[src/sv/one_euro_filter_defines.svh]
// ============================================================================
// One Euro filter assertion macros
// Shared assertion forms for the filter RTL, clocked on clock and held off
// during reset.
// ============================================================================
`ifndef ONE_EURO_FILTER_DEFINES_SVH
`define ONE_EURO_FILTER_DEFINES_SVH

// Same-cycle implication.
`define OEF_ASSERT_IMP(label, ante, cons, msg) \
   label: assert property (@(posedge clock) disable iff (reset) (ante) |-> (cons)) \
      else $error(msg);

// Next-cycle implication.
`define OEF_ASSERT_NXT(label, ante, cons, msg) \
   label: assert property (@(posedge clock) disable iff (reset) (ante) |=> (cons)) \
      else $error(msg);

`endif

[src/sv/oef_pkg.sv]
// ============================================================================
// One Euro filter package
// Sequencer states, register indexes and fixed constants of the filter.
// ============================================================================
package oef_pkg;

   // Shared shift-add / shift-subtract datapath width.
   localparam int ACC_W = 81;

   localparam logic [1:0] CSR_MIN_CUTOFF   = 2'd0;
   localparam logic [1:0] CSR_SPEED_GAIN   = 2'd1;
   localparam logic [1:0] CSR_DERIV_CUTOFF = 2'd2;

   localparam logic [15:0] MIN_CUTOFF_RST   = 16'd256;
   localparam logic [31:0] SPEED_GAIN_RST   = 32'd1311;
   localparam logic [15:0] DERIV_CUTOFF_RST = 16'd256;

   localparam logic [19:0] US_DEFAULT  = 20'd1000;
   localparam logic [19:0] US_PER_SEC  = 20'd1000000;
   localparam logic [22:0] TWO_PI_Q20  = 23'd6588397;
   localparam logic [55:0] ONE_SEC_Q36 = 56'(64'd1000000 << 36);

   localparam logic [47:0] SPEED_MAX = 48'h7FFF_FFFF_FFFF;
   localparam logic [47:0] SPEED_MIN = 48'h8000_0000_0000;

   typedef enum logic [4:0] {
      ST_IDLE,
      ST_START,
      ST_SPD_MUL,
      ST_SPD_DIV,
      ST_SPD_SAT,
      ST_AL_SETUP,
      ST_AL_MUL,
      ST_AL_NORM,
      ST_AL_PMUL,
      ST_AL_DSET,
      ST_AL_DIV,
      ST_BL_MUL,
      ST_BL_END,
      ST_GAIN_SET,
      ST_GAIN_MUL,
      ST_CUT,
      ST_OUT
   } state_type;

endpackage

[src/sv/one_euro_filter.sv]
// ============================================================================
// One Euro filter
// Adaptive low-pass filter over one fixed-point sample stream, computed on a
// single bit-serial multiply and divide datapath.
// ============================================================================
// The filter takes one item at a time. A first sample (after reset or with
// req_restart set) passes through unchanged: it goes through the start and
// output states, and the next input can be taken in the cycle its result
// becomes valid. Every other sample runs through one shared bit-serial
// datapath that retires one multiplier bit or one quotient bit per cycle.
// That covers the 53-step speed divide, eight shift-add multiplies, the two
// 16-step alpha divides and one normalizing shift per halving of the
// time-cutoff product. The number of normalizing shifts depends on the data.
// Here too the next input can be taken in the cycle the result becomes valid.
// A result waiting in the output register does not block the next input
// transfer, but that sample's result waits until the output register is
// free. Configuration writes are always taken and must only be issued while
// the filter is idle.

`include "one_euro_filter_defines.svh"

module one_euro_filter
   import oef_pkg::*;
#(
   parameter int FRAC_BITS = 16
) (
   input  logic               clock,
   input  logic               reset,
   input  logic               req_valid,
   output logic               req_stall,
   input  logic signed [31:0] req_sample,
   input  logic        [19:0] req_elapsed_us,
   input  logic               req_restart,
   output logic               rsp_valid,
   input  logic               rsp_stall,
   output logic signed [31:0] rsp_filtered,
   input  logic               csr_valid,
   output logic               csr_ready,
   input  logic        [1:0]  csr_index,
   input  logic        [31:0] csr_wdata
);

   state_type state_ff, state_in;

   logic              primed_ff, primed_in;
   logic              rsp_valid_ff, rsp_valid_in;
   logic [15:0]       min_cut_ff, min_cut_in;
   logic [31:0]       gain_ff, gain_in;
   logic [15:0]       dcut_ff, dcut_in;
   logic [31:0]       est_ff, est_in;
   logic [47:0]       spd_ff, spd_in;

   logic [31:0]       rsp_filtered_ff, rsp_filtered_in;
   logic [31:0]       x_ff, x_in;
   logic [19:0]       us_ff, us_in;
   logic              restart_ff, restart_in;
   logic              neg_ff, neg_in;
   logic              pass_ff, pass_in;
   logic [47:0]       speed_ff, speed_in;
   logic [31:0]       cut_ff, cut_in;
   logic [ACC_W-1:0]  acc_ff, acc_in;
   logic [ACC_W-1:0]  mcand_ff, mcand_in;
   logic [31:0]       mpl_ff, mpl_in;
   logic [5:0]        cnt_ff, cnt_in;
   logic [19:0]       rem_ff, rem_in;
   logic [55:0]       c_ff, c_in;

   // Datapath terms.
   logic [ACC_W-1:0]  mac_sum;
   logic              last_step;
   logic [32:0]       diff;
   logic [32:0]       mag;
   logic [20:0]       rem_sh;
   logic              div_ge;
   logic [20:0]       rem_sub;
   logic [52:0]       quo;
   logic              big_neg;
   logic              big_pos;
   logic [31:0]       fc;
   logic [64:0]       r2;
   logic [64:0]       d65;
   logic [64:0]       r2_sub;
   logic              al_ge;
   logic [15:0]       alpha;
   logic [48:0]       bl_new;
   logic [48:0]       bl_old;
   logic [48:0]       dv;
   logic [48:0]       bl_res;
   logic [47:0]       smag;
   logic [63:0]       prod;
   logic [32:0]       cut_sum;
   logic              cut_sat;
   logic              in_xfer;
   logic              in_loop;
   logic              al_rem_ok;

   assign req_stall    = (state_ff != ST_IDLE);
   assign csr_ready    = 1'b1;
   assign rsp_valid    = rsp_valid_ff;
   assign rsp_filtered = rsp_filtered_ff;

   always_comb begin
      // One multiplier bit per cycle, MSB first.
      mac_sum   = {acc_ff[ACC_W-2:0], 1'b0} + (mpl_ff[31] ? mcand_ff : '0);
      last_step = (cnt_ff == 6'd1);

      diff = {x_ff[31], x_ff} - {est_ff[31], est_ff};
      mag  = diff[32] ? 33'(33'd0 - diff) : diff;

      // Restoring divide of the scaled difference by the elapsed time.
      rem_sh  = {rem_ff, acc_ff[52]};
      div_ge  = (rem_sh >= {1'b0, us_ff});
      rem_sub = rem_sh - {1'b0, us_ff};

      quo     = acc_ff[52:0];
      big_neg = (|quo[52:48]) || (quo[47] && (|quo[46:0]));
      big_pos = |quo[52:47];

      fc = pass_ff ? cut_ff : {8'd0, dcut_ff, 8'd0};

      // Alpha divide: remainder always stays below the divisor.
      r2     = {acc_ff[63:0], 1'b0};
      d65    = {2'd0, mcand_ff[62:0]};
      r2_sub = r2 - d65;
      al_ge  = (r2 >= d65);
      alpha  = {mpl_ff[14:0], al_ge};

      bl_new = pass_ff ? {{17{x_ff[31]}}, x_ff} : {speed_ff[47], speed_ff};
      bl_old = pass_ff ? {{17{est_ff[31]}}, est_ff} : {spd_ff[47], spd_ff};
      dv     = bl_new - bl_old;
      // floor((a*v + (1-a)*o)) equals o + floor(a*(v-o)).
      bl_res = acc_ff[64:16] + bl_old;

      smag = spd_ff[47] ? 48'(48'd0 - spd_ff) : spd_ff;

      prod    = acc_ff[63:0] >> FRAC_BITS;
      cut_sum = {9'd0, min_cut_ff, 8'd0} + {1'b0, prod[31:0]};
      cut_sat = (|acc_ff[ACC_W-1:64]) || (|prod[63:32]) || cut_sum[32];

      in_xfer   = req_valid && !req_stall;
      in_loop   = (state_ff == ST_SPD_MUL) || (state_ff == ST_SPD_DIV) ||
                  (state_ff == ST_AL_MUL) || (state_ff == ST_AL_PMUL) ||
                  (state_ff == ST_AL_DIV) || (state_ff == ST_BL_MUL) ||
                  (state_ff == ST_GAIN_MUL);
      al_rem_ok = (acc_ff[63:0] < mcand_ff[63:0]);
   end

   always_comb begin
      state_in        = state_ff;
      primed_in       = primed_ff;
      min_cut_in      = min_cut_ff;
      gain_in         = gain_ff;
      dcut_in         = dcut_ff;
      est_in          = est_ff;
      spd_in          = spd_ff;
      rsp_filtered_in = rsp_filtered_ff;
      x_in            = x_ff;
      us_in           = us_ff;
      restart_in      = restart_ff;
      neg_in          = neg_ff;
      pass_in         = pass_ff;
      speed_in        = speed_ff;
      cut_in          = cut_ff;
      acc_in          = acc_ff;
      mcand_in        = mcand_ff;
      mpl_in          = mpl_ff;
      cnt_in          = cnt_ff;
      rem_in          = rem_ff;
      c_in            = c_ff;

      rsp_valid_in = rsp_valid_ff;
      if (rsp_valid_ff && !rsp_stall) begin
         rsp_valid_in = 1'b0;
      end

      if (csr_valid && csr_ready) begin
         case (csr_index)
            CSR_MIN_CUTOFF:   min_cut_in = csr_wdata[15:0];
            CSR_SPEED_GAIN:   gain_in    = csr_wdata;
            CSR_DERIV_CUTOFF: dcut_in    = csr_wdata[15:0];
            default: ;
         endcase
      end

      case (state_ff)
         ST_IDLE: begin
            if (req_valid) begin
               x_in       = req_sample;
               us_in      = (req_elapsed_us == 20'd0) ? US_DEFAULT : req_elapsed_us;
               restart_in = req_restart;
               state_in   = ST_START;
            end
         end
         ST_START: begin
            if (!primed_ff || restart_ff) begin
               primed_in = 1'b1;
               est_in    = x_ff;
               spd_in    = '0;
               state_in  = ST_OUT;
            end else begin
               pass_in  = 1'b0;
               neg_in   = diff[32];
               mcand_in = ACC_W'(mag);
               mpl_in   = {US_PER_SEC, 12'd0};
               cnt_in   = 6'd20;
               acc_in   = '0;
               state_in = ST_SPD_MUL;
            end
         end
         ST_SPD_MUL: begin
            acc_in = mac_sum;
            mpl_in = {mpl_ff[30:0], 1'b0};
            cnt_in = cnt_ff - 6'd1;
            if (last_step) begin
               rem_in   = '0;
               cnt_in   = 6'd53;
               state_in = ST_SPD_DIV;
            end
         end
         ST_SPD_DIV: begin
            // Quotient bits shift into the bottom as dividend bits leave the top.
            acc_in = {acc_ff[ACC_W-1:53], acc_ff[51:0], div_ge};
            rem_in = div_ge ? rem_sub[19:0] : rem_sh[19:0];
            cnt_in = cnt_ff - 6'd1;
            if (last_step) begin
               state_in = ST_SPD_SAT;
            end
         end
         ST_SPD_SAT: begin
            if (neg_ff) begin
               speed_in = big_neg ? SPEED_MIN : 48'(48'd0 - quo[47:0]);
            end else begin
               speed_in = big_pos ? SPEED_MAX : quo[47:0];
            end
            state_in = ST_AL_SETUP;
         end
         ST_AL_SETUP: begin
            mcand_in = ACC_W'(fc);
            mpl_in   = {us_ff, 12'd0};
            cnt_in   = 6'd20;
            acc_in   = '0;
            c_in     = ONE_SEC_Q36;
            state_in = ST_AL_MUL;
         end
         ST_AL_MUL: begin
            acc_in = mac_sum;
            mpl_in = {mpl_ff[30:0], 1'b0};
            cnt_in = cnt_ff - 6'd1;
            if (last_step) begin
               state_in = ST_AL_NORM;
            end
         end
         ST_AL_NORM: begin
            // Bring the time-cutoff product under 2^39, scaling the constant term with it.
            if (|acc_ff[ACC_W-1:39]) begin
               acc_in = {1'b0, acc_ff[ACC_W-1:1]};
               c_in   = {1'b0, c_ff[55:1]};
            end else begin
               mcand_in = {{(ACC_W-39){1'b0}}, acc_ff[38:0]};
               mpl_in   = {TWO_PI_Q20, 9'd0};
               cnt_in   = 6'd23;
               acc_in   = '0;
               state_in = ST_AL_PMUL;
            end
         end
         ST_AL_PMUL: begin
            acc_in = mac_sum;
            mpl_in = {mpl_ff[30:0], 1'b0};
            cnt_in = cnt_ff - 6'd1;
            if (last_step) begin
               state_in = ST_AL_DSET;
            end
         end
         ST_AL_DSET: begin
            mcand_in = {{(ACC_W-63){1'b0}}, 63'({7'd0, c_ff} + acc_ff[62:0])};
            mpl_in   = '0;
            cnt_in   = 6'd16;
            state_in = ST_AL_DIV;
         end
         ST_AL_DIV: begin
            acc_in = {{(ACC_W-64){1'b0}}, (al_ge ? r2_sub[63:0] : r2[63:0])};
            mpl_in = {mpl_ff[30:0], al_ge};
            cnt_in = cnt_ff - 6'd1;
            if (last_step) begin
               mpl_in   = {alpha, 16'd0};
               mcand_in = {{(ACC_W-49){dv[48]}}, dv};
               acc_in   = '0;
               cnt_in   = 6'd16;
               state_in = ST_BL_MUL;
            end
         end
         ST_BL_MUL: begin
            acc_in = mac_sum;
            mpl_in = {mpl_ff[30:0], 1'b0};
            cnt_in = cnt_ff - 6'd1;
            if (last_step) begin
               state_in = ST_BL_END;
            end
         end
         ST_BL_END: begin
            if (pass_ff) begin
               est_in   = bl_res[31:0];
               state_in = ST_OUT;
            end else begin
               spd_in   = bl_res[47:0];
               state_in = ST_GAIN_SET;
            end
         end
         ST_GAIN_SET: begin
            mcand_in = ACC_W'(smag);
            mpl_in   = gain_ff;
            cnt_in   = 6'd32;
            acc_in   = '0;
            state_in = ST_GAIN_MUL;
         end
         ST_GAIN_MUL: begin
            acc_in = mac_sum;
            mpl_in = {mpl_ff[30:0], 1'b0};
            cnt_in = cnt_ff - 6'd1;
            if (last_step) begin
               state_in = ST_CUT;
            end
         end
         ST_CUT: begin
            cut_in   = cut_sat ? 32'hFFFF_FFFF : cut_sum[31:0];
            pass_in  = 1'b1;
            state_in = ST_AL_SETUP;
         end
         ST_OUT: begin
            if (!rsp_valid_ff || !rsp_stall) begin
               rsp_valid_in    = 1'b1;
               rsp_filtered_in = est_ff;
               state_in        = ST_IDLE;
            end
         end
         default: begin
            state_in = ST_IDLE;
         end
      endcase
   end

   always_ff @(posedge clock) begin
      if (reset) begin
         state_ff     <= ST_IDLE;
         primed_ff    <= 1'b0;
         rsp_valid_ff <= 1'b0;
         min_cut_ff   <= MIN_CUTOFF_RST;
         gain_ff      <= SPEED_GAIN_RST;
         dcut_ff      <= DERIV_CUTOFF_RST;
         est_ff       <= '0;
         spd_ff       <= '0;
      end else begin
         state_ff     <= state_in;
         primed_ff    <= primed_in;
         rsp_valid_ff <= rsp_valid_in;
         min_cut_ff   <= min_cut_in;
         gain_ff      <= gain_in;
         dcut_ff      <= dcut_in;
         est_ff       <= est_in;
         spd_ff       <= spd_in;
      end
   end

   always_ff @(posedge clock) begin
      rsp_filtered_ff <= rsp_filtered_in;
      x_ff            <= x_in;
      us_ff           <= us_in;
      restart_ff      <= restart_in;
      neg_ff          <= neg_in;
      pass_ff         <= pass_in;
      speed_ff        <= speed_in;
      cut_ff          <= cut_in;
      acc_ff          <= acc_in;
      mcand_ff        <= mcand_in;
      mpl_ff          <= mpl_in;
      cnt_ff          <= cnt_in;
      rem_ff          <= rem_in;
      c_ff            <= c_in;
   end

   `OEF_ASSERT_NXT(a_accept_starts, in_xfer, state_ff == ST_START, "transfer did not start")
   `OEF_ASSERT_IMP(a_speed_rem, state_ff == ST_SPD_DIV, rem_ff < us_ff, "bad speed remainder")
   `OEF_ASSERT_IMP(a_alpha_rem, state_ff == ST_AL_DIV, al_rem_ok, "bad alpha remainder")
   `OEF_ASSERT_IMP(a_primed_out, $rose(rsp_valid_ff), primed_ff, "result while not primed")
   `OEF_ASSERT_IMP(a_count_live, in_loop, cnt_ff != 6'd0, "step count ran out")

endmodule
[config.mk]
export PLATFORM = sky130hd
export DESIGN_NAME = one_euro_filter
export DESIGN_NICKNAME = d
export VERILOG_FILES = /design/src/sv/oef_pkg.sv /design/src/sv/one_euro_filter.sv
export VERILOG_INCLUDE_DIRS = /design/src /design/src/sv
export SDC_FILE = /design/constraint.sdc
export NUM_CORES = 2
export LEC_CHECK = 0
export ABC_AREA = 1
export BUFFER_PORTS_ARGS = -buffer_cell sky130_fd_sc_hd__buf_2
export CAP_MARGIN = 0
export CELL_PAD_IN_SITES_DETAIL_PLACEMENT = 1
export CELL_PAD_IN_SITES_GLOBAL_PLACEMENT = 2
export CORE_ASPECT_RATIO = 0.8
export CORE_MARGIN = 5
export CORE_UTILIZATION = 39
export DETAILED_ROUTE_END_ITERATION = 6
export PLACE_DENSITY_LB_ADDON = 0.25
export SETUP_SLACK_MARGIN = 0.15
export SYNTH_ARGS = -nofsm -noshare
export SYNTH_HDL_FRONTEND = slang
export SYNTH_SLANG_ARGS = --single-unit
[constraint.sdc]
create_clock -name clock -period 17.4 [get_ports clock]
set_input_delay 3.48 -clock clock [delete_from_list [all_inputs] [get_ports clock]]
set_output_delay 3.48 -clock clock [all_outputs]
set_load 0.005 [all_outputs]
==> flow_summary.ini <==
[setup_path]
crit_path_start = acc_ff[49]
cp.arrival_ps = 6340
path_buf_inv = 4
critical_path_required_ps = 17730
crit_family = simple AND/OR/NAND/NOR gates
crit_path_end_kind = register
path_class = reg -> reg
r2r-start = acc_ff[49]
critPathMaxStageDelay_ps = 1040
cp_cell_sequence = inv_1, nand3_1, nor3_1, nand4_1, nor2_1, nand3_1, nand2_1, buf_4, nand2_1, nor3_2, buf_4, buf_4
path_max_fanout = 40
worst_path_most_repeated_cell = buf_4
startpoint_type = register
slowest_stage = nor3_1

[timing]
fmax_mhz = 166.3
setup_violations = 0
fin_skew_ps = 61.87
finalCritPeriodShare = 0.3456
finalCriticalPeriod_ps = 6014
worst_pin_slew_ps = 1654
tns_ps = 0
slew_violations = 2
postLayoutSetupSlackWorst_ps = 11390
hold_viol = 0
rsz0062_at_grt = false
relSlewSlack = -0.1145

[floorplanning]
std_cell_rows = 124
die_x_microns = 435.1
initial_core_util = 0.3933
die_h_microns = 350.1
core_sq_um = 143400
io_pins = 127
fp.dieArea_sq_um = 152300

[synth]
synth_top_family_by_area = simple AND/OR/NAND/NOR gates
ys_warn_count = 0
yosys-top-cells-area = edfxtp_1, nand2_1, inv_1
synth_top_area_frac = 0.2269
synthMuxAreaShare = 0
syn_nets = 9282
avgSynthCellArea_sq_um = 6.396
synth_commonest_cells = nand2_1, inv_1, nor2_1
async_reset_ff_frac = 0
synth_compound_area_frac = 0.2048
synth-edff-count = 426
seq_area_frac_synth = 0.2805
yosysTopAreaCell = edfxtp_1
synth-seq-cells = 577
synth.most_common_cell = nand2_1
synth-simple-area-share = 0.3032
synthAdderAreaFrac = 0.08405
synth_xor_xnor_area_share = 0.02175
synth-main-ff-cell = edfxtp_1
synth_area_sq_um = 56390
syn_inst = 8816
synth.distinct_cells = 73

[clocking]
cts_tree = yes
clk_latency_ps = 750
htree_levels = 3
clock_path_buffers = 3
postCtsSetupBuffers = 0
ctsHoldBuffers = 0
cts.repair.resized = 0
root_buffer = clkbuf_16
cts_made_buffers = 73
clkSinkCount = 577
clk_pin_slew_ps = 60

[job]
max-cap-violations = 1

[route]
first_iter_violations = 9191
post_drt_wl_per_cell_microns = 30.78
viasPerCell = 6.182
drt_wl_total_microns = 335100
vias = 67312
firstDrtPassIters = 7
drtAntennaViolNets = 0
drc_errors = 21

[outcome]
violations = DRC, capacitance limit, slew limit
status = finished with violations

[place]
place.gp.congestion = 1.147
dp_slack_ps = 11660
io_buffers = 125
hpwl_microns = 275800
placed_cells = 10722

[pwr]
power.density_nw_per_um2 = 241.1
p_sw_frac = 0.6278
power_leakage_nw = 27.89
p_int_mw = 5.574
power_frac_comb = 0.710
pwr-share-seq = 0.176
pwr-share-clk = 0.114
irDropWorstVdd_mv = 0.1042
p_switching_mw = 9.402

[grt]
grt_pass1_vias = 63873
grt_pass1_wl_microns = 465700
grt_max_degree = 89
grt.overflow.total = 0
antenna_found_initial = 26
grt_usage = 0.4212

[finish]
drive_gt1_frac = 0.05476
instances_no_fill = 10888
area_delta_synth_final_pct = 10.16
fin_nets = 9373

[worst_hold_path]
hold_class = reg -> reg
min-delay-start = dcut_ff[1]
## power groups by stage
stage / Combinational (mW) / Clock [mW] / Sequential (mW)
3_3_place_gp: 9.74 / 0 / 2.58
4_1_cts: 9.96 / 1.72 / 2.56
2_1_floorplan: 5.71 / 0 / 2.34
6_report: 10.6 / 1.71 / 2.63
5_1_grt: 11.1 / 1.77 / 2.60
3_5_place_dp: 9.89 / 0 / 2.59
## registers in the layout (all words and copies together), names as in the netlist
name,count
neg_ff,1
spd_ff,48
min_cut_ff,16
rsp_filtered,32
mpl_ff,32
rsp_valid,1
state_ff,5
gain_ff,32
est_ff,32
acc_ff,81
c_ff,56
primed_ff,1
cut_ff,32
x_ff,32
restart_ff,1
us_ff,20
rem_ff,20
pass_ff,1
cnt_ff,6
dcut_ff,16
mcand_ff,64
speed_ff,48
## worst register-to-register path: cells and delay by family, from the launching register on
kind | cells | cell delay, ps
buf+inv | 4 | 1950
flops | 1 | 820
simple gates | 8 | 2770
## final timing paths
path / to / cells past startpoint / slack [ps]
max: mcand_ff[37] / 12 / 11390
min: dcut_ff[1] / 2 / 450
max reg2reg: mcand_ff[37] / 12 / 11390
min reg2reg: dcut_ff[1] / 2 / 450
## metrics by stage
stage / area [sq um] / power, mW / hold WS, ps / utilization
detailed placement: 59430 / 12.48 / 441.6 / 0.4145
CTS: 62030 / 14.24 / 450.6 / 0.4327
global placement: 59430 / 12.33 / 436.5 / 0.4145
global route: 62040 / 15.43 / 471.6 / 0.4328
floorplan: 56390 / 8.054 / 408.2 / -
finish: 62120 / 14.98 / 446.5 / 0.4333
## cells by family (layout without fill, tap and decap cells)
kind of cell    count (synthesis)  in the layout
simple gates                 4108           4108
other cells                     1             33
compound gates               2055           2055
xor+xnor                      140            140
flops                         577            577
buf+inv                      1561           1711
fa+ha+maj                     374            374
## routing by layer
metal / global-route usage / wire [microns]
met1: 0.5966 / 146900
met2: 0.5571 / 123900
met3: 0.1879 / 50120
met4: 0.1503 / 14040
met5: 0.007608 / 154
## cell usage in the layout, fill, tap and decap left out, drive strengths merged, types with 24 or more instances in the layout
cell type	Yosys	layout
edfxtp	426	426
nand2	2039	2039
o221ai	33	33
o21ai	777	777
clkbuf	164	92
diode	0	32
a31oi	69	69
nor4	50	50
a221oi	31	31
or2	57	57
xnor2	41	41
nand4	90	90
a21o	63	63
nor3	135	135
nand3	510	510
nand3b	45	45
ha	366	366
o211ai	55	55
nor2	1165	1165
dfxtp	151	151
xor2	99	99
o22ai	31	31
a21oi	794	794
inv	1335	1344
a21boi	30	30
clkinv	3	24
o21a	50	50
buf	59	239
o21bai	50	50
## final cells by class
| cell class | instances | area (sq um) |
|---|---|---|
| diodes | 32 | 80.08 |
| clock buffers | 92 | 1986 |
| clock inverters | 42 | 620.6 |
| fillers | 19007 | 81240 |
| inverters | 1338 | 5022 |
| multi-input cells | 6678 | 34750 |
| flip-flops and latches | 577 | 15820 |
| well taps | 1890 | 2365 |
| repair buffers | 239 | 1481 |
Power figures use the tool's default switching activity.
